File: src/cpwm_pkg.sv
// Package for the center-aligned complementary PWM block.
// Holds the mode and register-index codes, beat payload structs and reset constants.
package cpwm_pkg;

  localparam int unsigned DUTY_W   = 17;
  localparam int unsigned PERIOD_W = 16;
  localparam int unsigned DEAD_W   = 16;
  localparam int unsigned CFG_W    = 16;
  localparam int unsigned CFG_IDX_W = 2;

  localparam logic [DUTY_W-1:0]   DUTY_ONE     = 17'h1_0000;
  localparam logic [PERIOD_W-1:0] PERIOD_RESET = 16'd1000;

  typedef enum logic [1:0] {
    MODE_HIGH = 2'd0,
    MODE_LOW  = 2'd1,
    MODE_OFF  = 2'd2
  } out_mode_e;

  typedef enum logic [CFG_IDX_W-1:0] {
    CFG_MODE   = 2'd0,
    CFG_DEAD   = 2'd1,
    CFG_PERIOD = 2'd2
  } cfg_idx_e;

  typedef struct packed {
    logic [DUTY_W-1:0]   duty_q16;
    logic                main_enable;
    logic                comp_enable;
    logic                brake_request;
    logic [PERIOD_W-1:0] period_request;
  } tick_beat_t;

  typedef struct packed {
    logic main_out;
    logic comp_out;
    logic at_top;
    logic at_bottom;
  } result_beat_t;

  // settings handed from the register file to the core
  typedef struct packed {
    logic [1:0]          mode_sel;
    logic [DEAD_W-1:0]   dead_count;
    logic                period_load;
    logic [PERIOD_W-1:0] period_value;
  } cfg_t;

endpackage

File: src/cpwm_if.sv
// Valid/ready channel carrying one payload beat.
// Payload type is a parameter; used with the structs of cpwm_pkg.
interface cpwm_if #(
  parameter type payload_t = logic
);
  logic     valid;
  logic     ready;
  payload_t data;

  modport source (output valid, output data, input ready);
  modport sink   (input valid, input data, output ready);
endinterface

File: src/cpwm_cfg.sv
// Configuration registers: mode and dead time; period writes are passed through to the core.
// Depends on cpwm_pkg; a period write loads the core's active period unless the core steps.
module cpwm_cfg (
  input  logic                           clk_i,
  input  logic                           rst_ni,
  input  logic                           cfg_we_i,
  input  logic [cpwm_pkg::CFG_IDX_W-1:0] cfg_idx_i,
  input  logic [cpwm_pkg::CFG_W-1:0]     cfg_wdata_i,
  output cpwm_pkg::cfg_t                 cfg_o
);

  logic [1:0]                        mode_q;
  logic [cpwm_pkg::DEAD_W-1:0]       dead_q;

  always_ff @(posedge clk_i or negedge rst_ni) begin
    if (!rst_ni) begin
      mode_q <= cpwm_pkg::MODE_HIGH;
      dead_q <= '0;
    end else if (cfg_we_i) begin
      case (cpwm_pkg::cfg_idx_e'(cfg_idx_i))
        cpwm_pkg::CFG_MODE: mode_q <= cfg_wdata_i[1:0];
        cpwm_pkg::CFG_DEAD: dead_q <= cfg_wdata_i[cpwm_pkg::DEAD_W-1:0];
        default: ;
      endcase
    end
  end

  always_comb begin
    cfg_o.mode_sel     = mode_q;
    cfg_o.dead_count   = dead_q;
    cfg_o.period_load  = cfg_we_i && (cpwm_pkg::cfg_idx_e'(cfg_idx_i) == cpwm_pkg::CFG_PERIOD);
    cfg_o.period_value = cfg_wdata_i[cpwm_pkg::PERIOD_W-1:0];
  end

endmodule

File: src/cpwm_core.sv
// Up-down counter, valley loads, output levels, brake and dead-time logic.
// Depends on cpwm_pkg; state changes only on a step strobe, or on a period write without one.
module cpwm_core #(
  parameter int unsigned COUNT_WIDTH = 16
) (
  input  logic                   clk_i,
  input  logic                   rst_ni,
  input  cpwm_pkg::cfg_t         cfg_i,
  input  logic                   step_i,
  input  cpwm_pkg::tick_beat_t   beat_i,
  output cpwm_pkg::result_beat_t result_o
);

  localparam int unsigned CW = (COUNT_WIDTH > cpwm_pkg::DUTY_W) ? COUNT_WIDTH
                                                                : cpwm_pkg::DUTY_W;
  localparam int unsigned PW = (COUNT_WIDTH > cpwm_pkg::PERIOD_W) ? COUNT_WIDTH
                                                                  : cpwm_pkg::PERIOD_W;
  localparam int unsigned PROD_W = 2 * cpwm_pkg::DUTY_W;

  logic [COUNT_WIDTH-1:0]         count_q, count_d;
  logic [COUNT_WIDTH-1:0]         prev_count_q;
  logic                           down_q, down_d;
  logic [cpwm_pkg::DUTY_W-1:0]    cmp_q, cmp_d;
  logic [cpwm_pkg::PERIOD_W-1:0]  period_q, period_d;
  logic                           men_q, men_d;
  logic                           cen_q, cen_d;
  logic                           brake_q, brake_d;
  logic                           pmain_q, pmain_d;
  logic                           pcomp_q, pcomp_d;
  logic [cpwm_pkg::DEAD_W-1:0]    dead_q, dead_d;

  logic                           eval;
  logic                           valley;
  logic [cpwm_pkg::DUTY_W-1:0]    duty_sat;
  logic [PROD_W-1:0]              prod;
  logic                           lt;
  logic                           m, c;
  logic [cpwm_pkg::DEAD_W-1:0]    dead_ld;

  always_comb begin
    eval   = (count_q != prev_count_q);
    valley = eval && (prev_count_q > count_q) && (count_q == '0);

    duty_sat = (beat_i.duty_q16 > cpwm_pkg::DUTY_ONE) ? cpwm_pkg::DUTY_ONE
                                                       : beat_i.duty_q16;
    prod = PROD_W'(duty_sat) * PROD_W'({1'b0, period_q} + 17'd1);

    cmp_d    = valley ? prod[cpwm_pkg::DUTY_W+15:16] : cmp_q;
    men_d    = valley ? beat_i.main_enable : men_q;
    cen_d    = valley ? beat_i.comp_enable : cen_q;
    period_d = valley ? beat_i.period_request : period_q;
    brake_d  = eval ? ((brake_q && !valley) || beat_i.brake_request) : brake_q;

    lt = CW'(count_q) < CW'(cmp_d);
    case (cpwm_pkg::out_mode_e'(cfg_i.mode_sel))
      cpwm_pkg::MODE_HIGH: m = lt;
      cpwm_pkg::MODE_LOW:  m = !lt;
      default:             m = 1'b0;
    endcase
    c = !m;

    // falling edge on either output restarts the dead time
    dead_ld = ((pmain_q && !m) || (pcomp_q && !c)) ? cfg_i.dead_count : dead_q;
    if (brake_d) begin
      m = 1'b0;
      c = 1'b0;
    end
    if (dead_ld != '0) begin
      dead_d = dead_ld - 1'b1;
      m = 1'b0;
      c = 1'b0;
    end else begin
      dead_d = dead_ld;
    end
    if (!men_d) m = 1'b0;
    if (!cen_d) c = 1'b0;

    if (!eval) begin
      dead_d = dead_q;
      m = pmain_q;
      c = pcomp_q;
    end
    pmain_d = m;
    pcomp_d = c;

    // counter advance against the period now in force
    if (!down_q) begin
      count_d = count_q + 1'b1;
      down_d  = PW'(count_d) >= PW'(period_d);
    end else begin
      count_d = (count_q != '0) ? count_q - 1'b1 : count_q;
      down_d  = (count_d != '0);
    end

    result_o.main_out  = pmain_d;
    result_o.comp_out  = pcomp_d;
    result_o.at_top    = PW'(count_d) == PW'(period_d);
    result_o.at_bottom = (count_d == '0);
  end

  always_ff @(posedge clk_i or negedge rst_ni) begin
    if (!rst_ni) begin
      count_q      <= '0;
      prev_count_q <= '0;
      down_q       <= 1'b0;
      cmp_q        <= '0;
      period_q     <= cpwm_pkg::PERIOD_RESET;
      men_q        <= 1'b0;
      cen_q        <= 1'b0;
      brake_q      <= 1'b0;
      pmain_q      <= 1'b0;
      pcomp_q      <= 1'b0;
      dead_q       <= '0;
    end else if (step_i) begin
      count_q  <= count_d;
      down_q   <= down_d;
      period_q <= period_d;
      if (eval) begin
        prev_count_q <= count_q;
        cmp_q        <= cmp_d;
        men_q        <= men_d;
        cen_q        <= cen_d;
        brake_q      <= brake_d;
        pmain_q      <= pmain_d;
        pcomp_q      <= pcomp_d;
        dead_q       <= dead_d;
      end
    end else if (cfg_i.period_load) begin
      period_q <= cfg_i.period_value;
    end
  end

endmodule

File: src/complementary_pwm_deadtime.sv
// Center-aligned complementary PWM with dead time: top level.
// Depends on cpwm_pkg, cpwm_if, cpwm_cfg and cpwm_core.
//
// Usage: every beat on tick_i is one timer tick and carries the duty (Q16),
// the two channel enables, a brake request and the period for the next cycle.
// Every tick gives exactly one beat on result_o with the main and
// complementary levels and the top and bottom flags of the advanced count.
// Registers are written through cfg_we_i/cfg_idx_i/cfg_wdata_i while idle;
// a period write loads the active period at once unless the core steps in that cycle.
// A beat taken on tick_i goes into the input register; its result is then
// registered in the result register and offered on result_o. Throughput
// is one tick per cycle while result_o is ready; the counter and output
// update are one pass of logic between the input register and the result
// register, with a 17x17 multiply for the compare value at the valley.
// Reset clears the counter, latches and both beat valid flags and sets the
// period to 1000. When the receiver stalls, the result register holds and
// the input register fills; tick_i.ready drops only when both are full.
module complementary_pwm_deadtime #(
  parameter int unsigned COUNT_WIDTH = 16
) (
  input  logic                           clk_i,
  input  logic                           rst_ni,
  input  logic                           cfg_we_i,
  input  logic [cpwm_pkg::CFG_IDX_W-1:0] cfg_idx_i,
  input  logic [cpwm_pkg::CFG_W-1:0]     cfg_wdata_i,
  cpwm_if.sink                           tick_i,
  cpwm_if.source                         result_o
);

  cpwm_pkg::cfg_t         cfg;
  cpwm_pkg::tick_beat_t   in_beat_q;
  cpwm_pkg::result_beat_t out_beat_q;
  cpwm_pkg::result_beat_t core_result;
  logic                   in_valid_q, in_valid_d;
  logic                   out_valid_q, out_valid_d;
  logic                   step;
  logic                   in_take;

  always_comb begin
    step         = in_valid_q && (!out_valid_q || result_o.ready);
    tick_i.ready = !in_valid_q || step;
    in_take      = tick_i.valid && tick_i.ready;
    in_valid_d   = in_take || (in_valid_q && !step);
    out_valid_d  = step || (out_valid_q && !result_o.ready);
    result_o.valid = out_valid_q;
    result_o.data  = out_beat_q;
  end

  always_ff @(posedge clk_i or negedge rst_ni) begin
    if (!rst_ni) begin
      in_valid_q  <= 1'b0;
      out_valid_q <= 1'b0;
    end else begin
      in_valid_q  <= in_valid_d;
      out_valid_q <= out_valid_d;
    end
  end

  always_ff @(posedge clk_i) begin
    if (in_take) in_beat_q <= tick_i.data;
    if (step) out_beat_q <= core_result;
  end

  cpwm_cfg u_cfg (
    .clk_i       (clk_i),
    .rst_ni      (rst_ni),
    .cfg_we_i    (cfg_we_i),
    .cfg_idx_i   (cfg_idx_i),
    .cfg_wdata_i (cfg_wdata_i),
    .cfg_o       (cfg)
  );

  cpwm_core #(
    .COUNT_WIDTH (COUNT_WIDTH)
  ) u_core (
    .clk_i    (clk_i),
    .rst_ni   (rst_ni),
    .cfg_i    (cfg),
    .step_i   (step),
    .beat_i   (in_beat_q),
    .result_o (core_result)
  );

endmodule

File: src/flat_wrapper.sv
// flat-port wrapper written by rule: the top's interface ports become plain ports
module complementary_pwm_deadtime_flat 
#(
  parameter int unsigned COUNT_WIDTH = 16
)
  (clk_i, rst_ni, cfg_we_i, cfg_idx_i, cfg_wdata_i, tick_i_valid, tick_i_data, tick_i_ready, result_o_valid, result_o_data, result_o_ready);
  cpwm_if #(.payload_t(cpwm_pkg::tick_beat_t)) tick_i_i ();
  cpwm_if #(.payload_t(cpwm_pkg::result_beat_t)) result_o_i ();
  input  logic clk_i;
  input  logic rst_ni;
  input  logic cfg_we_i;
  input  logic [cpwm_pkg::CFG_IDX_W-1:0] cfg_idx_i;
  input  logic [cpwm_pkg::CFG_W-1:0] cfg_wdata_i;
  input wire logic [$bits(tick_i_i.valid)-1:0] tick_i_valid;
  input wire logic [$bits(tick_i_i.data)-1:0] tick_i_data;
  output wire logic [$bits(tick_i_i.ready)-1:0] tick_i_ready;
  output wire logic [$bits(result_o_i.valid)-1:0] result_o_valid;
  output wire logic [$bits(result_o_i.data)-1:0] result_o_data;
  input wire logic [$bits(result_o_i.ready)-1:0] result_o_ready;
  assign tick_i_i.valid = tick_i_valid;
  assign tick_i_i.data = tick_i_data;
  assign tick_i_ready = tick_i_i.ready;
  assign result_o_valid = result_o_i.valid;
  assign result_o_data = result_o_i.data;
  assign result_o_i.ready = result_o_ready;
  complementary_pwm_deadtime #(.COUNT_WIDTH(COUNT_WIDTH)) u_core (.clk_i(clk_i), .rst_ni(rst_ni), .cfg_we_i(cfg_we_i), .cfg_idx_i(cfg_idx_i), .cfg_wdata_i(cfg_wdata_i), .tick_i(tick_i_i), .result_o(result_o_i));
endmodule
File: config.mk
export PLATFORM = sky130hd
export DESIGN_NAME = complementary_pwm_deadtime_flat
export DESIGN_NICKNAME = d
export VERILOG_FILES = /design/src/cpwm_pkg.sv /design/src/cpwm_if.sv /design/src/cpwm_cfg.sv /design/src/cpwm_core.sv /design/src/complementary_pwm_deadtime.sv /design/src/flat_wrapper.sv
export SDC_FILE = /design/constraint.sdc
export NUM_CORES = 1
export LEC_CHECK = 0
export BUFFER_PORTS_ARGS = -buffer_cell sky130_fd_sc_hd__buf_2
export CAP_MARGIN = 10
export CORE_ASPECT_RATIO = 1.5
export CORE_UTILIZATION = 59
export CTS_BUF_LIST = sky130_fd_sc_hd__clkbuf_4 sky130_fd_sc_hd__clkbuf_8 sky130_fd_sc_hd__clkbuf_16
export CTS_CLUSTER_DIAMETER = 120
export DETAILED_ROUTE_END_ITERATION = 6
export HOLD_SLACK_MARGIN = 0.02
export PLACE_DENSITY_LB_ADDON = 0.08
export SLEW_MARGIN = 10
export SYNTH_ARGS = -nofsm -noshare
export SYNTH_HDL_FRONTEND = slang
export SYNTH_SLANG_ARGS = --single-unit
File: constraint.sdc
create_clock -name clk_i -period 10.9 [get_ports clk_i]
set_input_delay 0.545 -clock clk_i [delete_from_list [all_inputs] [get_ports clk_i]]
set_output_delay 0.545 -clock clk_i [all_outputs]
set_load 0.02 [all_outputs]
# ---- After elaboration in Yosys (flattened, before gate mapping)
# Cells that the tools add are included.
dict set report totals {
  ff_bits 147
  in_bits 59
  word_cells 94
}
dict set report classes {
  n_addsub 4
  multipliers 1
  order_cmp 4
  eq_ne 5
  n_mux 22
  n_reduce_logical 34
}
# operator count
set op_table {}
lappend op_table {{two-way mux 16 bit} 7}
lappend op_table {{nonzero test 16 bit} 3}
lappend op_table {{two-way mux 17 bit} 2}
lappend op_table {{multiplier 17 x 17 -> 33 bit} 1}
lappend op_table {{logical NOT 16 bit} 2}
lappend op_table {{subtractor 16 x 1 -> 16 bit, second input constant} 2}
lappend op_table {{adder 16 x 1 -> 17 bit, second input constant} 1}
lappend op_table {{greater-than comparator 17 bit, second input constant} 1}
lappend op_table {{< comparator 16 x 17 -> 1 bit} 1}
lappend op_table {{adder 16 x 1 -> 16 bit, second input constant} 1}
lappend op_table {{equality test 16 bit} 1}
lappend op_table {{>= comparator 16 bit} 1}
lappend op_table {{greater-than comparator 16 bit} 1}
lappend op_table {{inequality test 16 bit} 1}
lappend op_table {{two-way mux 1 bit} 12}
lappend op_table {{logical AND 1 bit} 10}
lappend op_table {{logical NOT 1 bit} 7}
lappend op_table {{logical OR 1 bit} 6}
lappend op_table {{AND reduction 2 bit} 3}
lappend op_table {{equality test 2 x 1 -> 1 bit, second input constant} 2}
lappend op_table {{logical NOT 2 bit} 2}
lappend op_table {{equality test 2 bit, second input constant} 1}
lappend op_table {{case mux 1 bit (2 select lines)} 1}
lappend op_table {{nonzero test 2 bit} 1}

# ---- Depth between registers and ports, before layout
dict set report logic_depth {
  depth_word 15
  mapped_depth 53
}

# ---- By module
# Synthesis repeated with hierarchy kept, for this count alone.
dict set report hier_totals {
  cells_unflattened 1995
  area_unflattened_um2 18074.8
}
# mod n_inst cells_per_inst area_each_um2 seq_area_each_um2
set modules_own_cells {}
lappend modules_own_cells {cpwm_core 1 1890 15912.8 2184.6}
lappend modules_own_cells {complementary_pwm_deadtime 1 48 1305.0 1251.2}
lappend modules_own_cells {cpwm_cfg 1 57 857.1 450.4}

# ---- Worst setup path before layout
# Ideal clock, no wire load.
dict set report synth_timing {
  path_type {reg2reg}
  startpoint {reg u_core.u_core.period_q[3] in the netlist's numbering}
  endpoint {reg u_core.u_core.dead_q[14] in the netlist's numbering}
  t_arrival_ns 11.877
  t_required_ns 10.765
  setup_slack_ns -1.112
  path_stages_with_launch 54
  path_buffers 6
  path_cell_list {dfstp_2 -> clkbuf_1 -> and4_1 -> nand2_1 -> nor2_1 -> nand3_1 -> xnor2_1 -> clkbuf_1 -> nand2_1 -> fa_1 -> inv_1 -> fa_1 -> inv_1 -> fa_1 -> inv_1 -> fa_1 -> fa_1 -> inv_1 -> (+18 left out) -> nor4b_2 -> nor4_1 -> mux2_2 -> nor3b_2 -> buf_4 -> buf_6 -> buf_2 -> mux2i_1 -> ha_1 -> clkbuf_1 -> nand2_1 -> or4_1 -> or3_1 -> nor4_1 -> xnor2_1 -> nor2_1 -> a21oi_1 -> o21ai_0}
}
dict set report synth_between {
  elab_chain_cells 12
  word_cells_on_any_way 14
}
# element line_no
set synth_lines {}
lappend synth_lines {{start: declaration} cpwm_core.sv:24} ;# logic [cpwm_pkg::PERIOD_W-1:0] period_q, period_d;
lappend synth_lines {{start signal: assignment} cpwm_core.sv:107} ;# period_q <= cpwm_pkg::PERIOD_RESET;
lappend synth_lines {{start signal: assignment} cpwm_core.sv:117} ;# period_q <= period_d;
lappend synth_lines {{start signal: assignment} cpwm_core.sv:129} ;# period_q <= cfg_i.period_value;
lappend synth_lines {{adder 16 x 1 -> 17 bit *} cpwm_core.sv:46} ;# prod = PROD_W'(duty_sat) * PROD_W'({1'b0, period_q} + 17'd1);
lappend synth_lines {{multiplier 17 x 17 -> 33 bit *} cpwm_core.sv:46}
lappend synth_lines {{two-way mux 17 bit *} cpwm_core.sv:48} ;# cmp_d = valley ? prod[cpwm_pkg::DUTY_W+15:16] : cmp_q;
lappend synth_lines {{< comparator 16 x 17 -> 1 bit *} cpwm_core.sv:54} ;# lt = CW'(count_q) < CW'(cmp_d);
lappend synth_lines {{logical NOT 1 bit} cpwm_core.sv:57} ;# cpwm_pkg::MODE_LOW: m = !lt;
lappend synth_lines {{case mux 1 bit (2 select lines) *} cpwm_core.sv:55} ;# case (cpwm_pkg::out_mode_e'(cfg_i.mode_sel))
lappend synth_lines {{logical NOT 1 bit} cpwm_core.sv:63} ;# dead_ld = ((pmain_q && !m) || (pcomp_q && !c)) ? cfg_i.dead_count : dead_q;
lappend synth_lines {{logical AND 1 bit} cpwm_core.sv:63}
lappend synth_lines {{logical OR 1 bit *} cpwm_core.sv:63}
lappend synth_lines {{two-way mux 16 bit *} cpwm_core.sv:63}
lappend synth_lines {{subtractor 16 x 1 -> 16 bit or nonzero test 16 bit (tied branches)} {cpwm_core.sv:69, cpwm_core.sv:68}}
lappend synth_lines {{two-way mux 16 bit *} cpwm_core.sv:68} ;# if (dead_ld != '0) begin
lappend synth_lines {{end signal: assignment} cpwm_core.sv:113} ;# dead_q <= '0;
lappend synth_lines {{end signal: assignment} cpwm_core.sv:126} ;# dead_q <= dead_d;
lappend synth_lines {{end: declaration} cpwm_core.sv:30} ;# logic [cpwm_pkg::DEAD_W-1:0] dead_q, dead_d;
# Mark *: on every way between the ends. The rest lies on a longest branch, timed or not.
# A chain may end at the register's enable or synchronous reset.

# ---- Worst setup path after layout
dict set report layout_timing {
  startpoint {reg u_core.u_core.period_q[5] in the netlist's numbering}
  endpoint {reg u_core.u_core.dead_q[12] in the netlist's numbering}
}
# Same word-level chain as after synthesis.

==> flow_metrics.env <==
export IMPL_hp_class="input port to flip-flop"
export IMPL_place_area_um2=20430
export IMPL_peakVddDrop_mv=0.2363
export IMPL_skew_ns=0.009349
export IMPL_grt_pass1_wl_um=89980
export IMPL_final_area_um2=22130
export IMPL_vias_per_cell=5.794
export IMPL_antenna_found_initial=5
export IMPL_row_count=77
export IMPL_slew_limit_headroom=0.3026
export IMPL_tightest_slew_ns=1.046
export IMPL_die_area_um2=31180
export IMPL_clock_fmax_mhz=88.41
export IMPL_clockBufferDepth=2
export IMPL_met3_usage=0.09408
export IMPL_use_met1=0.4133
export IMPL_outcome="finished with violations"
export IMPL_yosysUniqueCellTypes=71
export IMPL_setup_violations_final=13
export IMPL_num_vias=15505
export IMPL_avgRoutedWirePerCell_um=21.88
export IMPL_drtIter0Drc=1076
export IMPL_path_clk_slew_ns=0.06
export IMPL_synthFlopType="dfrtp_1"
export IMPL_synth_cells=2001
export IMPL_clockRootBuffer="clkbuf_16"
export IMPL_power_mw=6.083
export IMPL_cts_buffers=17
export IMPL_core_area_um2=29670
export IMPL_crit_type="flip-flop to flip-flop"
export IMPL_met2_usage=0.6683
export IMPL_dpl_worst_slack_ns=-0.6125
export IMPL_dieWidth_um=144.5
export IMPL_drive_gt1_frac=0.2442
export IMPL_whs_endpoint="u_core.in_beat_q[3]$_DFFE_PP_"
export IMPL_setup_slack_ns=-0.4109
export IMPL_crit_path_max_fanout=5
export IMPL_synthesis_nets=2435
export IMPL_critPathSlowestCell="fa_1"
export IMPL_slew_viol_final=0
export IMPL_r2r_end="u_core.u_core.dead_q[12]$_DFFE_PN0P_"
export IMPL_crit_top_cell="fa_1"
export IMPL_syn_to_final_growth_pct=23.14
export IMPL_start_kind="flip-flop"
export IMPL_port_buffers=64
export IMPL_async_reset_ff_frac=0.7279
export IMPL_cts_tree="done"
export IMPL_first_global_vias=16395
export IMPL_yosysWarningCount=0
export IMPL_endpoint_kind="flip-flop"
export IMPL_powerDensity_nw_per_um2=274.9
export IMPL_clock_sinks=147
export IMPL_fin_crit_ns=11.31
export IMPL_finalWirelength_um=58540
export IMPL_h_tree_depth=4
export IMPL_dp_hpwl_um=45860
export IMPL_leakagePower_nw=10.33
export IMPL_arrival_ns=11.69
export IMPL_die_y_um=215.8
export IMPL_grt_start_max_net_pins=80
export IMPL_synth_edf_count=40
export IMPL_rr_worst_depth=45
export IMPL_drc_errors=0
export IMPL_violations="negative setup slack"
export IMPL_io_pins=65
export IMPL_drt_pre_antenna_iters=7
export IMPL_start_util=0.6057
export IMPL_cap_violations=0
export IMPL_drtAntennaViolNets=0
export IMPL_yosysSeqAreaShare=0.2162
export IMPL_rsz0062_at_grt="yes"
export IMPL_grtUsageTotal=0.4002
export IMPL_slowest_delay_ns=0.60
export IMPL_place_congestion=1.022
export IMPL_worst_r2r_setup_slack_ns=-0.41
export IMPL_synth_seq_cells=147
export IMPL_fin_setup_tns_ns=-1.715
export IMPL_whs_path_depth=1
export IMPL_fin_nets=2698
export IMPL_grt_ovfl_total=0
export IMPL_timing_final_crit_share=1.038
export IMPL_crit_required_ns=11.28
export IMPL_post_synth_cell_area_avg_um2=8.982
export IMPL_busiest_layer="met2"
export IMPL_hold_viol_final=0
export IMPL_insertion_delay_ns=0.45
export IMPL_regToRegStartpoint="u_core.u_core.period_q[5]$_DFFE_PN1P_"
export IMPL_netlist_area_um2=17970
export IMPL_min_delay_start="tick_i_data[3]"
-- worst max-delay path: cells and delay by family, from the launching register on --
| family | cells | cell delay [ns] |
|---|---|---|
| fa+ha+maj | 9 | 3.98 |
| simple gates | 15 | 3.11 |
| compound gates | 11 | 1.96 |
| mux | 3 | 0.69 |
| xor+xnor | 3 | 0.58 |
| flops | 1 | 0.53 |
| buf+inv | 4 | 0.40 |
-- through the flow --
step / util / instances / hold slack, ns
floorplan: - / 2001 / 0.2494
global placement: 0.6886 / 2594 / 0.4476
CTS: 0.7282 / 2655 / 0.2492
finish: 0.7459 / 2676 / 0.2634
global route: 0.7459 / 2676 / 0.2567
detailed placement: 0.6886 / 2594 / 0.4695
-- sequential cells by signal, summed over array words and instances, names as in the netlist, 2 cells and up --
| register | cells |
|---|---|
| u_core.u_cfg.mode_q | 2 |
| u_core.u_core.count_q | 16 |
| u_core.u_cfg.dead_q | 16 |
| u_core.u_core.period_q | 16 |
| u_core.u_core.cmp_q | 17 |
| u_core.result_o.data | 4 |
| u_core.u_core.dead_q | 16 |
| u_core.in_beat_q | 36 |
| u_core.u_core.prev_count_q | 16 |
-- cell usage after synthesis (4+ instances only) --
cell type / instances / share of area
o21ai_0: 95 / 0.026
or4_1: 4 / 0.0017
nand3b_1: 4 / 0.0017
inv_1: 309 / 0.065
nor2b_1: 15 / 0.0052
ha_1: 154 / 0.11
xnor2_1: 69 / 0.034
edfxtp_1: 40 / 0.067
o31ai_1: 5 / 0.0021
buf_2: 4 / 0.0011
o211ai_1: 8 / 0.0033
nor3_1: 23 / 0.0064
clkbuf_1: 68 / 0.014
xor2_1: 31 / 0.015
nor3b_1: 7 / 0.0029
mux2_2: 43 / 0.027
and4_1: 6 / 0.0029
mux2i_1: 31 / 0.017
a21o_1: 14 / 0.0058
nor2_1: 169 / 0.035
o21a_1: 4 / 0.0017
a21oi_1: 57 / 0.016
and3_1: 16 / 0.0056
fa_1: 221 / 0.25
nand3_1: 34 / 0.0095
clkinv_1: 4 / 0.00084
a31oi_1: 11 / 0.0038
or3_1: 5 / 0.0017
nand4_1: 18 / 0.0063
nand2_1: 275 / 0.057
dfstp_2: 6 / 0.0088
a211oi_1: 11 / 0.0046
nor4_1: 22 / 0.0077
dfrtp_1: 101 / 0.14
and2_1: 30 / 0.010
nand2b_1: 34 / 0.012
-- per-layer routing --
metal / vias up / share of wire
li1: 6998 / -
met1: 7581 / 0.34
met2: 657 / 0.51
met3: 267 / 0.063
met4: 2 / 0.094
met5: - / 0.00022
-- report_power, final --
group / internal, mW / switching (mW)
sequential: 0.706 / 0.179
clock: 0.374 / 0.244
combinational: 2.02 / 2.56
total: 3.10 / 2.98
-- worst max path at each step --
| stage | startpoint | end | slack, ns | cells past startpoint |
|---|---|---|---|---|
| floorplan | u_core.u_core.period_q[3]$_DFFE_PN1P_ | u_core.u_core.dead_q[14]$_DFFE_PN0P_ | -0.22 | 51 |
| global placement | u_core.in_beat_q[24]$_DFFE_PP_ | u_core.u_core.dead_q[14]$_DFFE_PN0P_ | -0.34 | 48 |
| detailed placement | u_core.in_beat_q[31]$_DFFE_PP_ | u_core.u_core.dead_q[14]$_DFFE_PN0P_ | -0.61 | 47 |
| CTS | u_core.u_core.period_q[3]$_DFFE_PN1P_ | u_core.u_core.dead_q[14]$_DFFE_PN0P_ | -0.16 | 48 |
| global route | u_core.in_beat_q[24]$_DFFE_PP_ | u_core.u_core.dead_q[12]$_DFFE_PN0P_ | -0.84 | 47 |
| finish | u_core.u_core.period_q[5]$_DFFE_PN1P_ | u_core.u_core.dead_q[12]$_DFFE_PN0P_ | -0.41 | 45 |
-- area by class of cell --
cell class / instances / area [um^2]
sequential: 147 / 3886
multi-input combinational: 1464 / 13460
fill: 2262 / 7541
tap: 395 / 494.2
antenna: 4 / 10.01
inverter: 314 / 1179
timing repair buffer: 320 / 2494
clock buffer: 21 / 461.7
clock inverter: 11 / 152.6
-- cells in the final DEF, fill, tap and decap left out, drive strengths merged, types with 23 or more instances in the layout --
cell and instances:
inv 311, mux2 43, fa 221, buf 318, edfxtp 40, xnor2 70
nand2b 34, and2 30, nor3 23, a21oi 57, xor2 31, nor2 169
dfrtp 101, ha 154, o21ai 95, nand2 275, nand3 34, mux2i 31
-- logic make-up (layout without fill, tap and decap cells) --
kind of cell | count (synthesis) | in the layout | synth area share
compound gates | 244 | 244 | 0.08389
xor+xnor | 100 | 101 | 0.04873
fa+ha+maj | 375 | 375 | 0.3534
buf+inv | 391 | 666 | 0.08256
flops | 147 | 147 | 0.2162
mux | 74 | 74 | 0.04420
other cells | 0 | 4 | 0
simple gates | 670 | 670 | 0.1710
-- repair_timing --
item / CTS / global route
buffers inserted: 27 / 17
hold buffers: 1 / 0
endpoints found under the hold margin: 28 / 0
gates resized for setup: 72 / 97
cloned: 1 / 3
pin swaps: 24 / 49
endpoints found under the setup margin: 20 / 20
(Power assumes the default switching activity.)
